### config.mk
export PLATFORM = sky130hd
export DESIGN_NAME = fdqd_seq
export DESIGN_NICKNAME = d
export VERILOG_FILES = /design/src/hdl/fdqd_pkg.sv /design/src/hdl/fdqd_seq.sv
export SDC_FILE = /design/constraint.sdc
export NUM_CORES = 1
export LEC_CHECK = 0
export BUFFER_PORTS_ARGS = -buffer_cell sky130_fd_sc_hd__buf_4
export CAP_MARGIN = 10
export CORE_AREA = 2 2 220 222
export CTS_CLUSTER_DIAMETER = 200
export DETAILED_ROUTE_END_ITERATION = 7
export DIE_AREA = 0 0 222 224
export GPL_ROUTABILITY_DRIVEN = 0
export PLACE_DENSITY = 0.81
export SYNTH_ARGS = -nofsm -noshare
export SYNTH_HDL_FRONTEND = slang
export SYNTH_SLANG_ARGS = --single-unit
### constraint.sdc
create_clock -name clk_i -period 5.25 [get_ports clk_i]
set_clock_uncertainty 0.1 [all_clocks]
set_input_delay 1.05 -clock clk_i [delete_from_list [all_inputs] [get_ports clk_i]]
set_output_delay 1.05 -clock clk_i [all_outputs]
set_load 0.1 [all_outputs]
### src/hdl/fdqd_pkg.sv
// Shared types, constants and helper functions of the queue dispatcher.
`default_nettype none

package fdqd_pkg;

  localparam int NUM_UE_DEF      = 4;
  localparam int QUEUE_DEPTH_DEF = 2048;
  localparam int MAX_BURST_DEF   = 8;

  localparam int DESC_W = 27;

  localparam logic [15:0] REG_REQ_ID    = 16'h00FF;
  localparam logic [10:0] REG_FRAME_LEN = 11'd6;

  localparam logic [47:0] AP_MAC_0_RST  = 48'd43838865413;
  localparam logic [47:0] AP_MAC_1_RST  = 48'd43838865416;
  localparam logic [47:0] AP_MAC_2_RST  = 48'd43838865409;
  localparam logic [47:0] AP_MAC_3_RST  = 48'd43838865412;
  localparam logic [15:0] POWER_THR_RST = 16'd160;
  localparam logic [3:0]  MAX_LED_RST   = 4'd12;

  typedef enum logic [2:0] {
    CFG_AP_MAC_0,
    CFG_AP_MAC_1,
    CFG_AP_MAC_2,
    CFG_AP_MAC_3,
    CFG_POWER_THR,
    CFG_MAX_LED
  } cfg_idx_e;

  typedef enum logic [2:0] {
    KIND_QUEUED,
    KIND_FULL,
    KIND_REJECTED,
    KIND_REG_FRAME,
    KIND_DATA_FRAME,
    KIND_EMPTY,
    KIND_NO_SLOT
  } kind_e;

  typedef struct packed {
    logic [3:0][47:0] ap_mac;
    logic [15:0]      power_thr;
    logic [3:0]       max_led;
  } cfg_t;

  typedef struct packed {
    logic        cmd;
    logic [1:0]  queue_index;
    logic [10:0] packet_len;
    logic [15:0] packet_tag;
    logic [15:0] fb_ue_id;
    logic [15:0] fb_led_id;
    logic [15:0] fb_power;
    logic [47:0] fb_ue_mac;
  } item_t;

  typedef struct packed {
    kind_e       kind;
    logic [47:0] dest_mac;
    logic [1:0]  timeslot;
    logic [10:0] payload_len;
    logic [3:0]  led_id;
    logic [2:0]  ue_id;
    logic [47:0] ue_mac;
    logic [15:0] out_tag;
    logic        last;
  } res_t;

  function automatic logic [1:0] ap_index(input logic [3:0] led);
    logic [1:0] idx;
    if (led >= 4'd10) begin
      idx = 2'd3;
    end else if (led >= 4'd7) begin
      idx = 2'd2;
    end else if (led >= 4'd4) begin
      idx = 2'd1;
    end else begin
      idx = 2'd0;
    end
    return idx;
  endfunction

  // Slot for a zero-based terminal number: (x mod 3) + 1.
  function automatic logic [1:0] slot_of(input logic [3:0] x);
    logic [3:0] r;
    r = x;
    if (r >= 4'd12) r = r - 4'd12;
    if (r >= 4'd6) r = r - 4'd6;
    if (r >= 4'd3) r = r - 4'd3;
    return r[1:0] + 2'd1;
  endfunction

endpackage

`default_nettype wire

### src/hdl/fdqd_seq.sv
// Sequencer: decode, registration scan, ring bookkeeping and burst drain.
`default_nettype none

module fdqd_seq #(
  parameter int NUM_UE      = 4,
  parameter int QUEUE_DEPTH = 2048,
  parameter int MAX_BURST   = 8,
  parameter int ADDR_W      = 13
) (
  input  wire logic                      clk_i,
  input  wire logic                      rst_ni,
  input  wire logic                      in_fire_i,
  input  wire fdqd_pkg::item_t           item_i,
  output logic                           idle_o,
  input  wire fdqd_pkg::cfg_t            cfg_i,
  output logic                           res_valid_o,
  input  wire logic                      res_ready_i,
  output fdqd_pkg::res_t                 res_o,
  output logic                           mem_we_o,
  output logic [ADDR_W-1:0]              mem_waddr_o,
  output logic [fdqd_pkg::DESC_W-1:0]    mem_wdata_o,
  output logic [ADDR_W-1:0]              mem_raddr_o,
  input  wire logic [fdqd_pkg::DESC_W-1:0] mem_rdata_i
);

  import fdqd_pkg::*;

  localparam int QW  = (NUM_UE > 1) ? $clog2(NUM_UE) : 1;
  localparam int PW  = $clog2(QUEUE_DEPTH);
  localparam int CW  = $clog2(QUEUE_DEPTH + 1);
  localparam int BW  = $clog2(MAX_BURST + 1);
  localparam int IDW = $clog2(NUM_UE + 1);

  typedef enum logic [2:0] {
    S_IDLE,
    S_DECODE,
    S_SCAN,
    S_RD,
    S_DATA,
    S_EMIT
  } state_e;

  typedef enum logic [1:0] {
    OP_NONE,
    OP_ENQ,
    OP_REG
  } op_e;

  state_e          state_q;
  op_e             op_q;
  item_t           item_q;
  logic [QW-1:0]   aq_q;
  logic [QW-1:0]   scan_q;
  logic [IDW-1:0]  id_q;
  logic [BW-1:0]   rem_q;
  res_t            res_q;
  logic [PW-1:0]   head_q [NUM_UE];
  logic [PW-1:0]   tail_q [NUM_UE];
  logic [CW-1:0]   cnt_q [NUM_UE];
  logic [47:0]     reg_mac_q [NUM_UE];

  logic [QW-1:0]   aq_d;
  logic [3:0]      led4;
  logic [47:0]     dmac;
  logic            fb_bad;
  logic            pkt_q_ok;
  logic            ue_ok;
  logic            is_reg;
  logic [CW-1:0]   cur_cnt;
  logic [PW-1:0]   cur_head;
  logic [PW-1:0]   cur_tail;
  logic [PW-1:0]   head_inc;
  logic [PW-1:0]   tail_inc;
  logic [BW-1:0]   burst_n;
  logic [7:0]      scan_byte;
  logic [IDW-1:0]  scan_id;
  logic [IDW-1:0]  id_n;
  logic            res_fire;
  res_t            dec_res;
  op_e             dec_op;
  state_e          dec_next;
  res_t            reg_res;
  res_t            data_res;

  function automatic logic [ADDR_W-1:0] desc_addr(input logic [QW-1:0] q,
                                                  input logic [PW-1:0] ptr);
    return ADDR_W'(q) * ADDR_W'(QUEUE_DEPTH) + ADDR_W'(ptr);
  endfunction

  always_comb begin
    if (item_i.cmd) begin
      aq_d = QW'(item_i.fb_ue_id - 16'd1);
    end else begin
      aq_d = QW'(item_i.queue_index);
    end
  end

  assign led4     = item_q.fb_led_id[3:0];
  assign dmac     = cfg_i.ap_mac[ap_index(led4)];
  assign fb_bad   = (item_q.fb_led_id == 16'd0) ||
                    (item_q.fb_led_id > 16'(cfg_i.max_led)) ||
                    (item_q.fb_power < cfg_i.power_thr);
  assign pkt_q_ok = int'(item_q.queue_index) < NUM_UE;
  assign ue_ok    = (item_q.fb_ue_id != 16'd0) && (item_q.fb_ue_id <= 16'(NUM_UE));
  assign is_reg   = item_q.fb_ue_id == REG_REQ_ID;

  assign cur_cnt  = cnt_q[aq_q];
  assign cur_head = head_q[aq_q];
  assign cur_tail = tail_q[aq_q];
  assign head_inc = (cur_head == PW'(QUEUE_DEPTH - 1)) ? '0 : cur_head + PW'(1);
  assign tail_inc = (cur_tail == PW'(QUEUE_DEPTH - 1)) ? '0 : cur_tail + PW'(1);
  assign burst_n  = (int'(cur_cnt) > MAX_BURST) ? BW'(MAX_BURST) : BW'(cur_cnt);

  // Registration scan: a low-byte match takes the slot, a free slot only if none yet.
  assign scan_byte = reg_mac_q[scan_q][7:0];
  assign scan_id   = IDW'(scan_q) + IDW'(1);
  always_comb begin
    id_n = id_q;
    if (scan_byte == item_q.fb_ue_mac[7:0]) id_n = scan_id;
    if ((scan_byte == 8'd0) && (id_n == '0)) id_n = scan_id;
  end

  always_comb begin
    reg_res      = '0;
    reg_res.last = 1'b1;
    if (id_n == '0) begin
      reg_res.kind = KIND_NO_SLOT;
    end else begin
      reg_res.kind        = KIND_REG_FRAME;
      reg_res.dest_mac    = dmac;
      reg_res.timeslot    = slot_of(4'(id_n - IDW'(1)));
      reg_res.payload_len = REG_FRAME_LEN;
      reg_res.led_id      = led4;
      reg_res.ue_id       = 3'(id_n);
      reg_res.ue_mac      = item_q.fb_ue_mac;
    end
  end

  always_comb begin
    dec_res      = '0;
    dec_res.last = 1'b1;
    dec_op       = OP_NONE;
    dec_next     = S_EMIT;
    if (!item_q.cmd) begin
      if (!pkt_q_ok) begin
        dec_res.kind = KIND_REJECTED;
      end else if (cur_cnt == CW'(QUEUE_DEPTH)) begin
        dec_res.kind = KIND_FULL;
      end else begin
        dec_res.kind = KIND_QUEUED;
        dec_op       = OP_ENQ;
      end
    end else if (fb_bad) begin
      dec_res.kind = KIND_REJECTED;
    end else if (is_reg) begin
      dec_next = S_SCAN;
    end else if (!ue_ok) begin
      dec_res.kind = KIND_REJECTED;
    end else if (cur_cnt == '0) begin
      dec_res.kind = KIND_EMPTY;
    end else begin
      dec_next = S_RD;
    end
  end

  always_comb begin
    data_res             = '0;
    data_res.kind        = KIND_DATA_FRAME;
    data_res.dest_mac    = dmac;
    data_res.timeslot    = slot_of(4'(item_q.fb_ue_id - 16'd1));
    data_res.payload_len = mem_rdata_i[26:16];
    data_res.led_id      = led4;
    data_res.ue_id       = 3'(item_q.fb_ue_id);
    data_res.out_tag     = mem_rdata_i[15:0];
    data_res.last        = rem_q == BW'(1);
  end

  assign idle_o      = state_q == S_IDLE;
  assign res_valid_o = (state_q == S_EMIT) || (state_q == S_DATA);
  assign res_o       = (state_q == S_DATA) ? data_res : res_q;
  assign res_fire    = res_valid_o && res_ready_i;

  assign mem_we_o    = res_fire && (state_q == S_EMIT) && (op_q == OP_ENQ);
  assign mem_waddr_o = desc_addr(aq_q, cur_tail);
  assign mem_wdata_o = {item_q.packet_len, item_q.packet_tag};
  assign mem_raddr_o = desc_addr(aq_q,
                                 ((state_q == S_DATA) && res_fire) ? head_inc : cur_head);

  always_ff @(posedge clk_i or negedge rst_ni) begin
    if (!rst_ni) begin
      state_q <= S_IDLE;
      op_q    <= OP_NONE;
      item_q  <= '0;
      aq_q    <= '0;
      scan_q  <= '0;
      id_q    <= '0;
      rem_q   <= '0;
      res_q   <= '0;
      for (int i = 0; i < NUM_UE; i++) begin
        head_q[i]    <= '0;
        tail_q[i]    <= '0;
        cnt_q[i]     <= '0;
        reg_mac_q[i] <= '0;
      end
    end else begin
      case (state_q)
        S_IDLE: begin
          if (in_fire_i) begin
            item_q  <= item_i;
            aq_q    <= aq_d;
            state_q <= S_DECODE;
          end
        end
        S_DECODE: begin
          res_q   <= dec_res;
          op_q    <= dec_op;
          scan_q  <= '0;
          id_q    <= '0;
          rem_q   <= burst_n;
          state_q <= dec_next;
        end
        S_SCAN: begin
          id_q   <= id_n;
          scan_q <= scan_q + QW'(1);
          if (scan_q == QW'(NUM_UE - 1)) begin
            res_q   <= reg_res;
            op_q    <= (id_n != '0) ? OP_REG : OP_NONE;
            state_q <= S_EMIT;
          end
        end
        S_RD: begin
          state_q <= S_DATA;
        end
        S_DATA: begin
          if (res_fire) begin
            head_q[aq_q] <= head_inc;
            cnt_q[aq_q]  <= cur_cnt - CW'(1);
            rem_q        <= rem_q - BW'(1);
            if (rem_q == BW'(1)) begin
              state_q <= S_IDLE;
            end
          end
        end
        S_EMIT: begin
          if (res_fire) begin
            case (op_q)
              OP_ENQ: begin
                tail_q[aq_q] <= tail_inc;
                cnt_q[aq_q]  <= cur_cnt + CW'(1);
              end
              OP_REG: begin
                reg_mac_q[QW'(id_q - IDW'(1))] <= item_q.fb_ue_mac;
              end
              default: begin
              end
            endcase
            state_q <= S_IDLE;
          end
        end
        default: begin
          state_q <= S_IDLE;
        end
      endcase
    end
  end

  a_drain_nonempty: assert property (@(posedge clk_i) disable iff (!rst_ni)
    (state_q == S_DATA) |-> ((cur_cnt != '0) && (rem_q != '0)))
    else $error("drain on empty ring or exhausted burst");

  a_last_ends_item: assert property (@(posedge clk_i) disable iff (!rst_ni)
    (res_fire && res_o.last) |=> (state_q == S_IDLE))
    else $error("sequencer busy after final result");

  a_burst_continues: assert property (@(posedge clk_i) disable iff (!rst_ni)
    ((state_q == S_DATA) && res_fire && !res_o.last) |=> (state_q == S_DATA))
    else $error("burst cut short");

  a_enq_has_room: assert property (@(posedge clk_i) disable iff (!rst_ni)
    mem_we_o |-> (cur_cnt < CW'(QUEUE_DEPTH)))
    else $error("write into full ring");

  a_reg_has_id: assert property (@(posedge clk_i) disable iff (!rst_ni)
    ((state_q == S_EMIT) && (op_q == OP_REG)) |-> ((id_q != '0) && (res_q.ue_id != 3'd0 ||
      IDW > 3)))
    else $error("registration without slot");

endmodule

`default_nettype wire

==> impl_metrics.ini <==
[outcome]
status = finished, final reports clean

[worst_setup_path]
cpPeakStageDelay_ns = 0.45
path_buf_inv = 3
critical_path.max_fanout = 7
path_cells = inv_2 > ha_1 > xor2_2 > ha_1 > a41oi_1 > o22a_1 > a21o_1 > a21oi_1 > inv_1 > ha_1 > nor2_1 > mux2i_1 > xnor2_1 > o21ai_2 > buf_6
crit_path_frequent_cell = ha_1
cp.arrival_ns = 3.79
r2r_start = scan_q[0]
crit_family = compound AO/OA/AOI/OAI gates
timing.critical_path.from = data_res[65]
worstSetupEndpointType = output port
startpoint_type = flop
crit_slowest_cell = dfrtp_1
cp_data_required_time_ns = 4.10
criticalPathCategory = reg -> out

[global_routing]
grt_pass1_wl_mm = 100
grt_util_all_layers_pct = 26.0
antenna_found_initial = 3
grt_max_degree = 112
grt_overflow_total = 0
grt_pass1_vias = 17100

[synthesis]
synth_top_area_share_pct = 49.1
ys_types = 73
synth-async-reset-ratio_pct = 100
synth.net_count = 2211
synth_warnings = 0
avgSynthCellArea_um2 = 11.8
synth_ff_type = dfrtp_1
synth_seq_area_share_pct = 49.1
synth_edf_count = 0
syn_area_um2 = 21200
synthTopCellsByArea = dfrtp_1, mux2_2, mux4_2
syn_inst = 1806
ys_ff_latch = 417
synth_top_area_cell = dfrtp_1

[floorplan]
initial_core_util_pct = 44.9
ios = 561
die_x_um = 222
dieArea_um2 = 49700
rows = 80
design.core.area_um2 = 47300
die_h_um = 224

[clock_network]
cts_hold_buf = 0
htreeDepth = 2
postCtsSetupBuffers = 0
clock-root-buffer = clkbuf_16
clk_path_buf_depth = 3
cts_tree = done
clk_pin_slew_ns = 0.07
clock_sinks = 417
cts_made_buffers = 46
clock_latency_ns = 0.60

[min_path]
worstHoldStart = res_q[0]
hold_class = reg -> reg

[flow_run]
maxCapViolations = 0

[place]
place.port_buffers = 560
detailed_place_hpwl_mm = 48.1

[route]
drt-met1-wl_mm = 26.4
via_per_inst = 5.61
top_layer_used = met5
firstDrtPassIters = 6
drc = 0
final_antenna_net_count = 0
wire_per_inst_um = 22.3
drt_wl_total_mm = 65.5
drt_iter0_drc = 1274
vias = 16500
wl_met3_mm = 5.70
wl_met2_mm = 31.9

[sta]
slew_viol_final = 0
fin_crit_ns = 4.94
tns_ns = 0
finalSetupViolCount = 0
rsz0062_at_grt = false
finalHoldViolations = 0
max_slew_margin_pct = 26.4
timing.fmax_ghz = 0.202
fin_crit_sh_pct = 94.1
tightest_slew_ns = 1.10

[power_and_ir_drop]
p_per_area_nw_per_um2 = 661
leakagePower_nw = 13.2
peakVddDrop_uv = 735
power_mw = 18.1

[final_layout]
drive_above_1_share_pct = 43.1
fin_nets = 2697
multi_input_area_um2 = 10100
n_fill_cell = 3792
syn2layout_area_growth_pct = 29.0
seqCellArea_um2 = 10400
## cells by family (layout without fill, tap and decap cells)
group / count (synthesis) / after routing / synth area share (%)
adders and majority gates: 36 / 36 / 2.12
xor gates and xnor gates: 48 / 48 / 2.05
other: 0 / 1 / 0
muxes: 314 / 314 / 21.4
buffers and inverters: 185 / 708 / 4.17
AOI/OAI and AO/OA: 276 / 276 / 9.20
DFF: 417 / 417 / 49.1
and+or+nand+nor: 530 / 530 / 11.9
## worst reg2reg max path, stage by stage, from the launching register on
cell	delay [ns]
dfrtp_1	0.75
mux4_2	0.60
xnor2_1	0.18
nand4_1	0.14
or3_1	0.38
nand3_1	0.27
inv_2	0.11
ha_1	0.22
ha_1	0.26
nor2_4	0.15
buf_12	0.36
a22o_1	0.32
## flip-flops by register name, summed over array words and instances (netlist names), named ones only
signal and count:
data_res 7, state_q 3, aq_q 2, rem_q 4
reg_mac_q 32, head_q 44, scan_q 2, id_q 3
op_q 1, item_q 90, cnt_q 44, res_q 110
mem_wdata_o 27, tail_q 44
## cell type report
class                           instances  share of cell area (%)
Antenna cell                            1                 0.00913
Clock buffer                           58                    4.55
Clock inverter                         27                    1.04
Inverter                               40                   0.548
Multi-Input combinational cell       1204                    36.8
Sequential cell                       417                    38.1
Tap cell                              615                    2.81
Timing Repair Buffer                  583                    16.2
## routing by layer
metal | global-route usage (%) | up-vias
li1 | - | 7399
met1 | 33.4 | 8432
met2 | 42.4 | 591
met3 | 8.25 | 104
met4 | 7.17 | 4
met5 | 0 | -
## per-stage QoR
stage | std cells | hold slack, ns | worst slack (ns) | utilization (%) | instance area [µm²]
detailed placement | 2859 | 0.354 | 0.626 | 54.6 | 25900
finish | 2945 | 0.373 | 0.311 | 57.9 | 27400
global route | 2945 | 0.379 | 0.0345 | 57.9 | 27400
floorplan | 1806 | 0.330 | 0.0256 | - | 21300
CTS | 2944 | 0.374 | 0.0766 | 57.9 | 27400
global placement | 2859 | 0.345 | 0.733 | 54.6 | 25900
## where the power goes
group | switching (mW) | internal [mW] | leakage (nW)
clock | 1.42 | 1.86 | 0.749
combinational | 7.10 | 3.08 | 6.98
sequential | 0.616 | 4.04 | 5.43
## cells in the mapped netlist, types with 4 or more instances
cell      count
dfrtp_1     417
nand2_1     282
mux2_2      216
a22o_1      101
mux4_2       87
clkbuf_1     85
and2_1       82
o21ai_0      63
nor2_1       52
a21oi_1      40
inv_1        39
ha_1         36
xnor2_1      33
buf_4        32
o31ai_1      30
nand3_1      19
xor2_1       13
buf_2        12
nand2b_1     12
nor3_1       12
nor4_1       12
buf_1        11
nand4_1      10
a21o_1        9
mux2i_1       7
nor2b_1       7
a22oi_1       6
a31oi_1       6
and3_1        6
nor4b_1       4
## path summary, 6_finish.rpt
kind	cells after the start	slack, ns	end
worst max-delay path	15	0.31	res_o[84]
max in group asynchronous	2	3.50	res_q[113]
worst min register to register	1	0.37	res_q[0]
worst min-delay path	1	0.37	res_q[0]
worst max register to register	11	1.35	res_q[27]
min in group asynchronous	1	0.42	tail_q[17]
## repair_timing
| action | in CTS | in global routing |
|---|---|---|
| pin swaps | 0 | 0 |
| endpoints found under the setup margin | 1 | 4 |
| resized for setup | 2 | 4 |
## placed cells by master, fill, tap and decap left out, drive strengths merged, types with 4 or more instances in the layout
master,netlist,routed
nand2b,12,12
nand4,10,10
mux2i,7,7
nor3,14,14
nor2b,7,7
a21oi,40,40
nor2,53,53
and3,6,6
a22oi,6,6
a31oi,6,6
ha,36,36
xnor2,33,33
and2,84,84
nor4b,4,4
or3,4,4
o21ai,66,66
a22o,101,101
inv,40,44
dfrtp,417,417
nor4,13,13
o31ai,31,31
mux2,217,217
or2,5,5
clkbuf,85,58
clkinvlp,0,4
nor3b,4,4
nand2,282,282
mux4,90,90
or4,4,4
xor2,15,15
nand3,19,19
a21o,9,9
clkinv,0,16
buf,59,583
Power figures use the tool's default switching activity.
